[config.mk]
export PLATFORM = sky130hd
export DESIGN_NAME = gait_parameter_blender_core
export DESIGN_NICKNAME = d
export VERILOG_FILES = /design/src/hdl/gpb_pkg.sv /design/src/hdl/gait_parameter_blender_core.sv /design/src/hdl/gpb_datapath.sv /design/src/hdl/gpb_ctrl.sv
export SDC_FILE = /design/constraint.sdc
export NUM_CORES = 2
export LEC_CHECK = 0
export ABC_AREA = 0
export BUFFER_PORTS_ARGS = -buffer_cell sky130_fd_sc_hd__buf_2
export CORE_AREA = 2 2 341 275
export CTS_BUF_LIST = sky130_fd_sc_hd__clkbuf_16
export DETAILED_ROUTE_END_ITERATION = 6
export DIE_AREA = 0 0 343 277
export MAX_ROUTING_LAYER = met4
export PLACE_DENSITY = 0.82
export SLEW_MARGIN = 10
export SYNTH_ARGS = -nofsm -noshare
export SYNTH_HDL_FRONTEND = slang
export SYNTH_HIERARCHICAL = 1
export SYNTH_SLANG_ARGS = --single-unit
[constraint.sdc]
create_clock -name clk -period 19.7 [get_ports clk]
set_input_delay 4.925 -clock clk [delete_from_list [all_inputs] [get_ports clk]]
set_output_delay 4.925 -clock clk [all_outputs]
set_load 0.005 [all_outputs]
[src/hdl/gpb_pkg.sv]
// Shared constants, types and controller/datapath interface for the gait parameter blender.
package gpb_pkg;

    localparam int LEG_COUNT  = 4;

    localparam int TIME_W     = 32;
    localparam int DUR_W      = 24;
    localparam int FIELD_W    = 24;
    localparam int PHASE_W    = 16;
    localparam int FRAC_W     = 17;
    localparam int FRAC_SHIFT = 16;

    // stance, swing, one phase per leg, step height
    localparam int NUM_FIELDS = LEG_COUNT + 3;
    localparam int F_STANCE   = 0;
    localparam int F_SWING    = 1;
    localparam int F_PHASE0   = 2;
    localparam int F_HEIGHT   = F_PHASE0 + LEG_COUNT;

    localparam int IN_W  = TIME_W + 2 * DUR_W + (LEG_COUNT + 1) * PHASE_W;
    localparam int OUT_W = 2 * FIELD_W + (LEG_COUNT + 1) * PHASE_W;

    // bit positions inside the packed item words
    localparam int IN_STANCE_LSB  = TIME_W;
    localparam int IN_SWING_LSB   = TIME_W + DUR_W;
    localparam int IN_PHASE_LSB   = TIME_W + 2 * DUR_W;
    localparam int OUT_PHASE_LSB  = 2 * FIELD_W;

    localparam int DIV_STEPS = FRAC_SHIFT;
    localparam int CNT_W     = $clog2(DIV_STEPS);
    localparam int IDX_W     = $clog2(NUM_FIELDS);

    // signed difference times zero-extended fraction
    localparam int DIFF_W = FIELD_W + 1;
    localparam int PROD_W = DIFF_W + FRAC_W + 1;

    localparam logic [FRAC_W-1:0]        FRAC_ONE       = FRAC_W'(1) << FRAC_SHIFT;
    localparam logic [DUR_W-1:0]         DURATION_RESET = DUR_W'(500000);
    localparam logic signed [PROD_W-1:0] ROUND_HALF     = PROD_W'(1) << (FRAC_SHIFT - 1);

    typedef logic [FIELD_W-1:0] field_t;

    typedef struct packed {
        logic             load;
        logic             cfg_wr;
        logic             prep;
        logic             div_step;
        logic             mul;
        logic             acc;
        logic [IDX_W-1:0] idx;
        logic             out_load;
    } dp_cmd_t;

    typedef struct packed {
        logic skip_div;
    } dp_status_t;

endpackage

[src/hdl/gait_parameter_blender_core.sv]
// Gait parameter blender: linear ramp of gait targets over a configurable duration.
//
// Usage:
//   s_axis carries one item per gait update: time and target gait parameters.
//   m_axis returns one item per input item with the blended parameters; tuser
//   flags that a blend is still running after this item.
//   cfg carries blend_duration in microseconds; a write ends any running blend.
//   Write it only while the block is idle.
// Sequence:
//   An item goes through a prep step, the bit-serial fraction divider
//   (skipped when no blend runs or the fraction is saturated), a multiply
//   and an accumulate step per field on the shared multiplier and a
//   handoff step; the next item is accepted only after the handoff, once
//   the block is back in idle.
// Reset:
//   Clears blend state, sets blend_duration to 500000 and drops m_axis_tvalid.
// Backpressure:
//   A result waits in the output register; the next item is accepted and
//   computed meanwhile and holds in the handoff step until the register frees.
module gait_parameter_blender_core (
    input  logic                      clk,
    input  logic                      rst_n,
    input  logic                      s_axis_tvalid,
    output logic                      s_axis_tready,
    // now_time, stance_time, swing_time, phase_0..phase_3, step_height
    input  logic [gpb_pkg::IN_W-1:0]  s_axis_tdata,
    input  logic                      cfg_valid,
    output logic                      cfg_ready,
    input  logic [gpb_pkg::DUR_W-1:0] cfg_data,
    output logic                      m_axis_tvalid,
    input  logic                      m_axis_tready,
    // stance_out, swing_out, phase_out_0..phase_out_3, height_out
    output logic [gpb_pkg::OUT_W-1:0] m_axis_tdata,
    // blending
    output logic                      m_axis_tuser
);
    import gpb_pkg::*;

    dp_cmd_t    cmd;
    dp_status_t status;

    gpb_ctrl u_ctrl (
        .clk       (clk),
        .rst_n     (rst_n),
        .s_valid   (s_axis_tvalid),
        .s_ready   (s_axis_tready),
        .cfg_valid (cfg_valid),
        .cfg_ready (cfg_ready),
        .m_valid   (m_axis_tvalid),
        .m_ready   (m_axis_tready),
        .cmd       (cmd),
        .status    (status)
    );

    gpb_datapath u_datapath (
        .clk          (clk),
        .rst_n        (rst_n),
        .cmd          (cmd),
        .status       (status),
        .in_data      (s_axis_tdata),
        .cfg_data     (cfg_data),
        .out_data     (m_axis_tdata),
        .out_blending (m_axis_tuser)
    );

endmodule

[src/hdl/gpb_datapath.sv]
// Datapath: gait state, fraction divider, shared blend multiplier and result registers.
module gpb_datapath (
    input  logic                       clk,
    input  logic                       rst_n,
    input  gpb_pkg::dp_cmd_t           cmd,
    output gpb_pkg::dp_status_t        status,
    input  logic [gpb_pkg::IN_W-1:0]   in_data,
    input  logic [gpb_pkg::DUR_W-1:0]  cfg_data,
    output logic [gpb_pkg::OUT_W-1:0]  out_data,
    output logic                       out_blending
);
    import gpb_pkg::*;

    logic [DUR_W-1:0]      dur_reg;
    logic                  primed_reg;
    logic                  in_blend_reg;
    logic [TIME_W-1:0]     start_reg;
    logic [TIME_W-1:0]     now_reg;
    field_t                tgt_reg  [NUM_FIELDS];
    field_t                old_reg  [NUM_FIELDS];
    field_t                prev_reg [NUM_FIELDS];
    field_t                res_reg  [NUM_FIELDS];
    logic [DUR_W-1:0]      rem_reg;
    logic [FRAC_SHIFT-1:0] quo_reg;
    logic [FRAC_W-1:0]     frac_reg;
    logic signed [PROD_W-1:0] prod_reg;
    logic [OUT_W-1:0]      out_data_reg;
    logic                  out_blend_reg;

    logic [TIME_W-1:0]     in_now;
    field_t                in_fld [NUM_FIELDS];
    logic                  changed;
    logic [TIME_W-1:0]     elapsed;
    logic                  skip;
    logic [DUR_W:0]        rem_shift;
    logic                  rem_ge;
    logic [DUR_W-1:0]      rem_next;
    logic [FRAC_SHIFT-1:0] quo_next;
    logic signed [DIFF_W-1:0] diff;
    logic signed [PROD_W-1:0] prod_next;
    logic signed [PROD_W-1:0] rounded;
    field_t                res_next;
    logic [OUT_W-1:0]      out_pack;

    // unpack the item into uniform-width fields
    always_comb
    begin
        in_now            = in_data[TIME_W-1:0];
        in_fld[F_STANCE]  = in_data[IN_STANCE_LSB +: DUR_W];
        in_fld[F_SWING]   = in_data[IN_SWING_LSB +: DUR_W];
        for (int i = 0; i <= LEG_COUNT; i++)
        begin
            in_fld[F_PHASE0 + i] = {{(FIELD_W - PHASE_W){1'b0}},
                                    in_data[IN_PHASE_LSB + i * PHASE_W +: PHASE_W]};
        end
    end

    always_comb
    begin
        changed = 1'b0;
        for (int i = 0; i < NUM_FIELDS; i++)
        begin
            if (in_fld[i] != prev_reg[i])
            begin
                changed = 1'b1;
            end
        end
    end

    assign elapsed = now_reg - start_reg;
    // fraction saturates at one when not blending, duration is zero or time has run out
    assign skip = !in_blend_reg || (dur_reg == '0) ||
                  (elapsed >= {{(TIME_W - DUR_W){1'b0}}, dur_reg});
    assign status.skip_div = skip;

    // one restoring division step: remainder stays below the duration
    assign rem_shift = {rem_reg, 1'b0};
    assign rem_ge    = rem_shift >= {1'b0, dur_reg};
    assign rem_next  = rem_ge ? DUR_W'(rem_shift - {1'b0, dur_reg}) : rem_shift[DUR_W-1:0];
    assign quo_next  = {quo_reg[FRAC_SHIFT-2:0], rem_ge};

    assign diff      = $signed({1'b0, tgt_reg[cmd.idx]}) - $signed({1'b0, old_reg[cmd.idx]});
    assign prod_next = diff * $signed({1'b0, frac_reg});
    assign rounded   = (prod_reg + ROUND_HALF) >>> FRAC_SHIFT;
    assign res_next  = old_reg[cmd.idx] + rounded[FIELD_W-1:0];

    always_comb
    begin
        out_pack = '0;
        out_pack[0 +: FIELD_W]       = res_reg[F_STANCE];
        out_pack[FIELD_W +: FIELD_W] = res_reg[F_SWING];
        for (int i = 0; i <= LEG_COUNT; i++)
        begin
            out_pack[OUT_PHASE_LSB + i * PHASE_W +: PHASE_W] =
                res_reg[F_PHASE0 + i][PHASE_W-1:0];
        end
    end

    always_ff @(posedge clk or negedge rst_n)
    begin
        if (!rst_n)
        begin
            dur_reg      <= DURATION_RESET;
            primed_reg   <= 1'b0;
            in_blend_reg <= 1'b0;
            start_reg    <= '0;
            for (int i = 0; i < NUM_FIELDS; i++)
            begin
                old_reg[i]  <= '0;
                prev_reg[i] <= '0;
            end
        end
        else
        begin
            if (cmd.cfg_wr)
            begin
                dur_reg      <= cfg_data;
                in_blend_reg <= 1'b0;
            end
            if (cmd.load)
            begin
                primed_reg <= 1'b1;
                for (int i = 0; i < NUM_FIELDS; i++)
                begin
                    prev_reg[i] <= in_fld[i];
                end
                if (!primed_reg)
                begin
                    in_blend_reg <= 1'b0;
                end
                else if (changed)
                begin
                    // restart the blend from the previous targets
                    in_blend_reg <= 1'b1;
                    start_reg    <= in_now;
                    for (int i = 0; i < NUM_FIELDS; i++)
                    begin
                        old_reg[i] <= prev_reg[i];
                    end
                end
            end
            if (cmd.prep && skip)
            begin
                in_blend_reg <= 1'b0;
            end
        end
    end

    always_ff @(posedge clk)
    begin
        if (cmd.load)
        begin
            now_reg <= in_now;
            for (int i = 0; i < NUM_FIELDS; i++)
            begin
                tgt_reg[i] <= in_fld[i];
            end
        end
        if (cmd.prep)
        begin
            rem_reg  <= elapsed[DUR_W-1:0];
            quo_reg  <= '0;
            frac_reg <= FRAC_ONE;
        end
        if (cmd.div_step)
        begin
            rem_reg  <= rem_next;
            quo_reg  <= quo_next;
            frac_reg <= {1'b0, quo_next};
        end
        if (cmd.mul)
        begin
            prod_reg <= prod_next;
        end
        if (cmd.acc)
        begin
            res_reg[cmd.idx] <= res_next;
        end
        if (cmd.out_load)
        begin
            out_data_reg  <= out_pack;
            out_blend_reg <= in_blend_reg;
        end
    end

    assign out_data     = out_data_reg;
    assign out_blending = out_blend_reg;

endmodule

[src/hdl/gpb_ctrl.sv]
// Controller: sequences load, divide, per-field blend and output handoff for each item.
module gpb_ctrl (
    input  logic                 clk,
    input  logic                 rst_n,
    input  logic                 s_valid,
    output logic                 s_ready,
    input  logic                 cfg_valid,
    output logic                 cfg_ready,
    output logic                 m_valid,
    input  logic                 m_ready,
    output gpb_pkg::dp_cmd_t     cmd,
    input  gpb_pkg::dp_status_t  status
);
    import gpb_pkg::*;

    localparam logic [2:0] ST_IDLE = 3'd0;
    localparam logic [2:0] ST_PREP = 3'd1;
    localparam logic [2:0] ST_DIV  = 3'd2;
    localparam logic [2:0] ST_MUL  = 3'd3;
    localparam logic [2:0] ST_ACC  = 3'd4;
    localparam logic [2:0] ST_OUT  = 3'd5;

    logic [2:0]       state_reg, state_next;
    logic [CNT_W-1:0] cnt_reg, cnt_next;
    logic [IDX_W-1:0] idx_reg, idx_next;
    logic             m_valid_reg, m_valid_next;

    assign cfg_ready = (state_reg == ST_IDLE);
    // configuration wins over an item offered in the same cycle
    assign s_ready   = (state_reg == ST_IDLE) && !cfg_valid;
    assign m_valid   = m_valid_reg;

    always_comb
    begin
        state_next = state_reg;
        cnt_next   = cnt_reg;
        idx_next   = idx_reg;
        cmd        = '0;
        cmd.idx    = idx_reg;
        case (state_reg)
            ST_IDLE:
            begin
                cmd.cfg_wr = cfg_valid;
                if (s_valid && !cfg_valid)
                begin
                    cmd.load   = 1'b1;
                    state_next = ST_PREP;
                end
            end
            ST_PREP:
            begin
                cmd.prep   = 1'b1;
                cnt_next   = '0;
                idx_next   = '0;
                state_next = status.skip_div ? ST_MUL : ST_DIV;
            end
            ST_DIV:
            begin
                cmd.div_step = 1'b1;
                cnt_next     = cnt_reg + 1'b1;
                if (cnt_reg == CNT_W'(DIV_STEPS - 1))
                begin
                    state_next = ST_MUL;
                end
            end
            ST_MUL:
            begin
                cmd.mul    = 1'b1;
                state_next = ST_ACC;
            end
            ST_ACC:
            begin
                cmd.acc = 1'b1;
                if (idx_reg == IDX_W'(NUM_FIELDS - 1))
                begin
                    state_next = ST_OUT;
                end
                else
                begin
                    idx_next   = idx_reg + 1'b1;
                    state_next = ST_MUL;
                end
            end
            ST_OUT:
            begin
                // hold until the output register is free
                if (!m_valid_reg || m_ready)
                begin
                    cmd.out_load = 1'b1;
                    state_next   = ST_IDLE;
                end
            end
            default:
            begin
                state_next = ST_IDLE;
            end
        endcase
    end

    always_comb
    begin
        m_valid_next = m_valid_reg;
        if (cmd.out_load)
        begin
            m_valid_next = 1'b1;
        end
        else if (m_ready)
        begin
            m_valid_next = 1'b0;
        end
    end

    always_ff @(posedge clk or negedge rst_n)
    begin
        if (!rst_n)
        begin
            state_reg   <= ST_IDLE;
            cnt_reg     <= '0;
            idx_reg     <= '0;
            m_valid_reg <= 1'b0;
        end
        else
        begin
            state_reg   <= state_next;
            cnt_reg     <= cnt_next;
            idx_reg     <= idx_next;
            m_valid_reg <= m_valid_next;
        end
    end

endmodule

# ---- After elaboration in Yosys (flattened, before gate mapping)
# Memory sizes are Yosys's and may differ from the RTL's. A register that Yosys moved wholly into a read port is not among the register bits.
# Index checks and enable logic that the tools add are counted.
dict set report totals {
  reg_bits 454
  latch_bits 0
  mem_bits_rw 336
  mem_bits_ro 0
  n_memories 2
}
dict set report classes {
  add_sub_neg 7
  multipliers 1
  div_mod_pow 0
  order_cmp 3
  eq_ne 18
  shifts 0
  n_mux 45
  bitwise 1
  reduce_logical 18
}
# memory depth word_bits read_ports rd_ports_with_merged_regs wr line_no
set memory_table {}
lappend memory_table {u_datapath.res_reg 7 24 7 7 1 gpb_datapath.sv:22} ;# field_t res_reg [NUM_FIELDS];
lappend memory_table {u_datapath.tgt_reg 7 24 1 0 7 gpb_datapath.sv:19} ;# field_t tgt_reg [NUM_FIELDS];
# operator count
set ops {}
lappend ops {{$mux 24} 5}
lappend ops {{$ne 16x16->1} 5}
lappend ops {{$bmux 24 s3} 1}
lappend ops {{$ne 24x24->1} 2}
lappend ops {{$add 40x17->40 const B} 1}
lappend ops {{$mul 25x18->40} 1}
lappend ops {{$ge 32x24->1} 1}
lappend ops {{$mux 16} 2}
lappend ops {{$sub 32x32->32} 1}
lappend ops {{$mux 15} 2}
lappend ops {{$mux 1} 26}
lappend ops {{$ge 25x24->1} 1}
lappend ops {{$sub 24x24->25} 1}
lappend ops {{$add 24x24->24} 1}
lappend ops {{$logic_not 24->1} 1}
lappend ops {{$sub 24x24->24} 1}
lappend ops {{$pmux 3 s6} 1}
lappend ops {{$mux 3} 5}
lappend ops {{$eq 3x3->1 const B} 3}
lappend ops {{$pmux 4 s2} 1}
lappend ops {{$reduce_bool 2->1} 4}
lappend ops {{$eq 3x2->1 const B} 2}
lappend ops {{$ne 2x1->1 const B} 3}
lappend ops {{$pmux 3 s2} 1}
lappend ops {{14 further kinds} 21}

# ---- Depth between registers and ports, before layout
dict set report depth {
  depth_word 12
  mapped_depth 41
  mapped_depth_nobuf 37
}

# ---- By module
# The synthesis kept the hierarchy.
# module n_inst cells_each area_per_inst_um2 seq_area_each_um2
set modules_own_cells {}
lappend modules_own_cells {gpb_datapath 1 4188 50243.2 22360.2}
lappend modules_own_cells {gpb_ctrl 1 63 648.1 275.3}

# ---- Worst setup path before layout
# OpenSTA, ideal clock, no wires.
dict set report synth_path {
  path_kind {in2reg}
  startpoint {input cfg_valid}
  endpoint {register u_datapath/old_reg[13] (netlist name)}
  t_arrival_ns 22.668
  required_time_ns 19.575
  setup_slack_ns -3.093
  stages 8
  path_buffers 2
  path_cell_list {nand2b_1 nor4_1 inv_1 a41oi_1 nand2_1 buf_2 clkbuf_1 mux2_2}
}
# item line_no
set synth_lines {}
lappend synth_lines {{from (decl)} gait_parameter_blender_core.sv:27} ;# input logic cfg_valid,
lappend synth_lines {{to (signal, indexed assignment)} gpb_datapath.sv:138} ;# old_reg[i] <= prev_reg[i];
lappend synth_lines {{to (decl)} gpb_datapath.sv:20} ;# field_t old_reg [NUM_FIELDS];

# ---- Worst setup path in the final report
dict set report layout_path {
  startpoint {register u_ctrl.idx_reg[2]}
  endpoint {register u_datapath.prod_reg[36], data pin}
}
dict set report layout_between {
  elab_chain_len 6
  word_cells_on_any_way 7
  cone_classes {add/sub (1); mul (1); mux (3); bitwise (1); memory (1)}
}
# item line_no
set layout_rtl {}
lappend layout_rtl {{from (decl)} gpb_ctrl.sv:25} ;# logic [IDX_W-1:0] idx_reg, idx_next;
lappend layout_rtl {{from (signal assigned)} gpb_ctrl.sv:126} ;# idx_reg <= idx_next;
lappend layout_rtl {{$not 3->4 (not written as such)} gpb_datapath.sv:82} ;# assign diff = $signed({1'b0, tgt_reg[cmd.idx]}) - $signed({1'b0, old_reg[cmd.idx]});
lappend layout_rtl {{$bmux 24 s3} gpb_datapath.sv:82}
lappend layout_rtl {{$mux 24 (not written as such) (2 in a row)} gpb_datapath.sv:82}
lappend layout_rtl {{$sub 24x24->25 (*)} gpb_datapath.sv:82}
lappend layout_rtl {{$mul 25x18->40 (*)} gpb_datapath.sv:83} ;# assign prod_next = diff * $signed({1'b0, frac_reg});
lappend layout_rtl {{named net u_datapath.prod_next[36]} gpb_datapath.sv:40} ;# logic signed [PROD_W-1:0] prod_next;
lappend layout_rtl {{to (signal assigned)} gpb_datapath.sv:173} ;# prod_reg <= prod_next;
lappend layout_rtl {{to (decl)} gpb_datapath.sv:26} ;# logic signed [PROD_W-1:0] prod_reg;
# Mark *: on every way through the listed nets, which the timed path passes. The rest lies on a longest branch. The select of a mux whose other input is x is not followed.
# A chain may end at the register's enable or synchronous reset.

==> results.toml <==
[sta]
post-route-min-period_ps = 11440
worst_pin_slew_ps = 1320
hold_viol = 0
rsz0062_at_grt = "false"
finalCritPeriodShare = 0.581
hold_ws_ps = 405
clock_skew_ps = 44.9
setup_tns_ps = 0
setup_slack_ps = 8260
slew_headroom = 0.119
fmax_mhz = 87.4
finalMaxSlewViolations = 0
setup_viol_count_final = 0

[grt]
grt_usage = 0.281
grt_pass1_wl_um = 198000
antenna_found_initial = 13
grt_max_degree = 193
grt_pass1_vias = 33800
overflow = 0

[placed_design]
dpl.cell_count = 5696
dpl_worst_slack_ps = 8520
dpl.hpwl_um = 96100
routabilityCongestion = 0.969
io_buffers = 320

[clock_tree]
numCtsBuffers = 81
htreeDepth = 3
root_buffer = "clkbuf_16"
clkTransAtPathRegs_ps = 60
cts.path.max_buffers = 3
cts_sinks = 808
cts-resized-gates = 0
cts_setup_buffers = 0
holdBufCountCts = 0
clk-insertion-delay-late_ps = 660
cts_tree = "done"

[detailed_routing]
viasPerCell = 5.76
first_pass_iters = 5
drc = 0
drt_iter0_markers = 3501
wl_met3_um = 15000
wl_per_cell_um = 22.0
drt_wl_total_um = 129000
drt-met1-wl_um = 53900
highest_layer = "met4"
vias = 33700
route.met2.wl_um = 56600
ant_nets = 0

[die]
die_y_um = 277
fp.dieArea_mm2 = 0.0950
fp.dieW_um = 343
core.rowCount = 100
start_util = 0.553
core_mm2 = 0.0921
num_io_pins = 321

[synth]
netlist_instances = 4251
ys_seq_area_frac = 0.445
synthAdderAreaFrac = 0.212
synth.distinct_cells = 96
synth_nets = 5062
postSynth.asyncResetShare = 0.402
synth_top_family_by_area = "adder cells"
synth-edff-count = 482
synth_compound_area_frac = 0.0650
syn_area_per_cell_um2 = 12.0
ys_warn_count = 6
yosys_most_used_dff = "edfxtp_1"
syn_area_mm2 = 0.0509
synth-xor-area-share = 0.0445
yosys.area_share.simple = 0.0955
ys_ff_latch = 808
yosys-mux-area-fraction = 0.0818

[final_layout]
drive_gt1_frac = 0.184
final_cells = 5857
syn2layout_area_growth_pct = 11.1
fin_nets = 5366

[worst_setup_path]
crit_slowest_cell = "nor2_1"
crit_path_start_kind = "flip-flop"
critical_path_required_ps = 20080
worst-path-buf-inv = 6
cp.arrival_ps = 11820
worst_path_most_repeated_cell = "fa_1"
timing.setup.critical_path_class = "flip-flop to flip-flop"
cp_max_fo = 44
critPathTopFamily = "adder cells"
cp_slowest_stage_delay_ps = 850
setup.worst_path.end_class = "flip-flop"

[outcome]
status = "completed"

[worst_hold_path]
hp-class = "flip-flop to flip-flop"

[run]
cap_violations = 0
==> through the flow <==
stage / utilization / area (µm²)
after detailed placement: 0.586 / 53900
after floorplan: - / 50900
after CTS: 0.614 / 56500
after global routing: 0.614 / 56600
final: 0.614 / 56600
after global placement: 0.586 / 53900
==> Yosys cell counts, types with 5 or more instances <==
library cell / count / share of area
inv_1: 608 / 0.045
edfxtp_1: 482 / 0.28
fa_1: 398 / 0.16
nand2_1: 331 / 0.024
dfrtp_1: 318 / 0.16
mux2_2: 300 / 0.066
ha_1: 224 / 0.055
and2_1: 207 / 0.025
nor2_1: 134 / 0.0099
xor2_1: 130 / 0.022
xnor2_1: 126 / 0.022
a21oi_1: 124 / 0.012
clkbuf_1: 106 / 0.0078
o21ai_0: 99 / 0.0097
a21o_1: 67 / 0.0099
nor2b_1: 53 / 0.0065
mux2i_1: 43 / 0.0085
nor4_1: 40 / 0.0049
nand2b_1: 36 / 0.0044
nand3_1: 35 / 0.0034
nor3_1: 33 / 0.0032
nand4_1: 26 / 0.0032
a221oi_1: 24 / 0.0041
a22oi_1: 20 / 0.0030
and3_1: 20 / 0.0025
buf_2: 20 / 0.0020
a221o_1: 18 / 0.0035
buf_1: 18 / 0.0013
o21a_1: 18 / 0.0027
a31oi_1: 17 / 0.0021
mux4_2: 15 / 0.0066
o21bai_1: 10 / 0.0015
a211oi_1: 8 / 0.0012
o22ai_1: 8 / 0.00098
o31ai_1: 8 / 0.0012
dfstp_2: 7 / 0.0036
or2_2: 7 / 0.00086
and4_1: 6 / 0.0010
o211ai_1: 6 / 0.00089
a31o_2: 5 / 0.00086
==> layer usage <==
metal,vias up,track usage
met5,-,-
met4,0,0.0711
met3,215,0.0936
met2,1636,0.404
met1,16900,0.384
li1,15000,-
==> cells by family (layout without fill, tap and decap cells) <==
group,Yosys count,in the layout
other,0,10
and+or+nand+nor,959,959
buffers and inverters,757,1129
AOI/OAI and AO/OA,489,489
adders and majority gates,622,622
xor gates and xnor gates,257,257
DFF,808,808
muxes,359,359
==> worst register-to-register path, delay by kind of cell (launching register included) <==
kind / cells / cell delay (ps)
xor+xnor: 1 / 90
fa+ha+maj: 8 / 3460
flops: 1 / 340
buf+inv: 6 / 1250
compound gates: 13 / 3190
simple gates: 8 / 2830
==> placed cells by master, fill, tap and decap left out, types with 18 or more instances in the layout <==
master / netlist / routed
and3_1: 20 / 20
xor2_1: 130 / 130
nand4_1: 26 / 26
ha_1: 224 / 224
a221o_1: 18 / 18
a21o_1: 67 / 67
buf_2: 20 / 319
o21a_1: 18 / 18
mux2_2: 300 / 300
buf_4: 2 / 48
xnor2_1: 126 / 123
clkinv_1: 0 / 20
inv_1: 608 / 630
a22oi_1: 20 / 20
a221oi_1: 24 / 24
and2_1: 207 / 207
o21ai_0: 99 / 99
clkbuf_16: 0 / 83
nor4_1: 40 / 39
nor2_1: 134 / 130
dfrtp_1: 318 / 315
nor3_1: 33 / 33
nor2b_1: 53 / 51
a21oi_1: 124 / 124
edfxtp_1: 482 / 482
mux2i_1: 43 / 43
nand3_1: 35 / 35
fa_1: 398 / 398
nand2_1: 331 / 330
nand2b_1: 36 / 36
==> worst paths after layout <==
check	startpoint	end	slack, ps	cells after the start
worst max register to register	u_ctrl/idx_reg[2]	u_datapath/prod_reg[36]	8260	36
worst min register to register	u_datapath/res_reg[0][14]	u_datapath/out_data[14]	410	0
worst max-delay path	u_ctrl/idx_reg[2]	u_datapath/prod_reg[36]	8260	36
max in group asynchronous	rst_n	u_datapath/prev_reg[136]	13790	2
worst min-delay path	u_datapath/res_reg[0][14]	u_datapath/out_data[14]	410	0
min in group asynchronous	rst_n	u_datapath/prev_reg[52]	4350	1
==> layout make-up <==
| class | instances | area [µm²] |
|---|---|---|
| fillers | 7041 | 35500 |
| multi-input cells | 2686 | 25500 |
| flip-flops and latches | 808 | 22600 |
| inverters | 609 | 2290 |
| clock buffers | 83 | 2080 |
| repair buffers | 369 | 1990 |
| well taps | 1224 | 1530 |
| clock inverters | 68 | 529 |
| diodes | 10 | 25.0 |
Power is not shown: default switching activity piles up to over one toggle a cycle in this logic, so the estimate is an artifact.
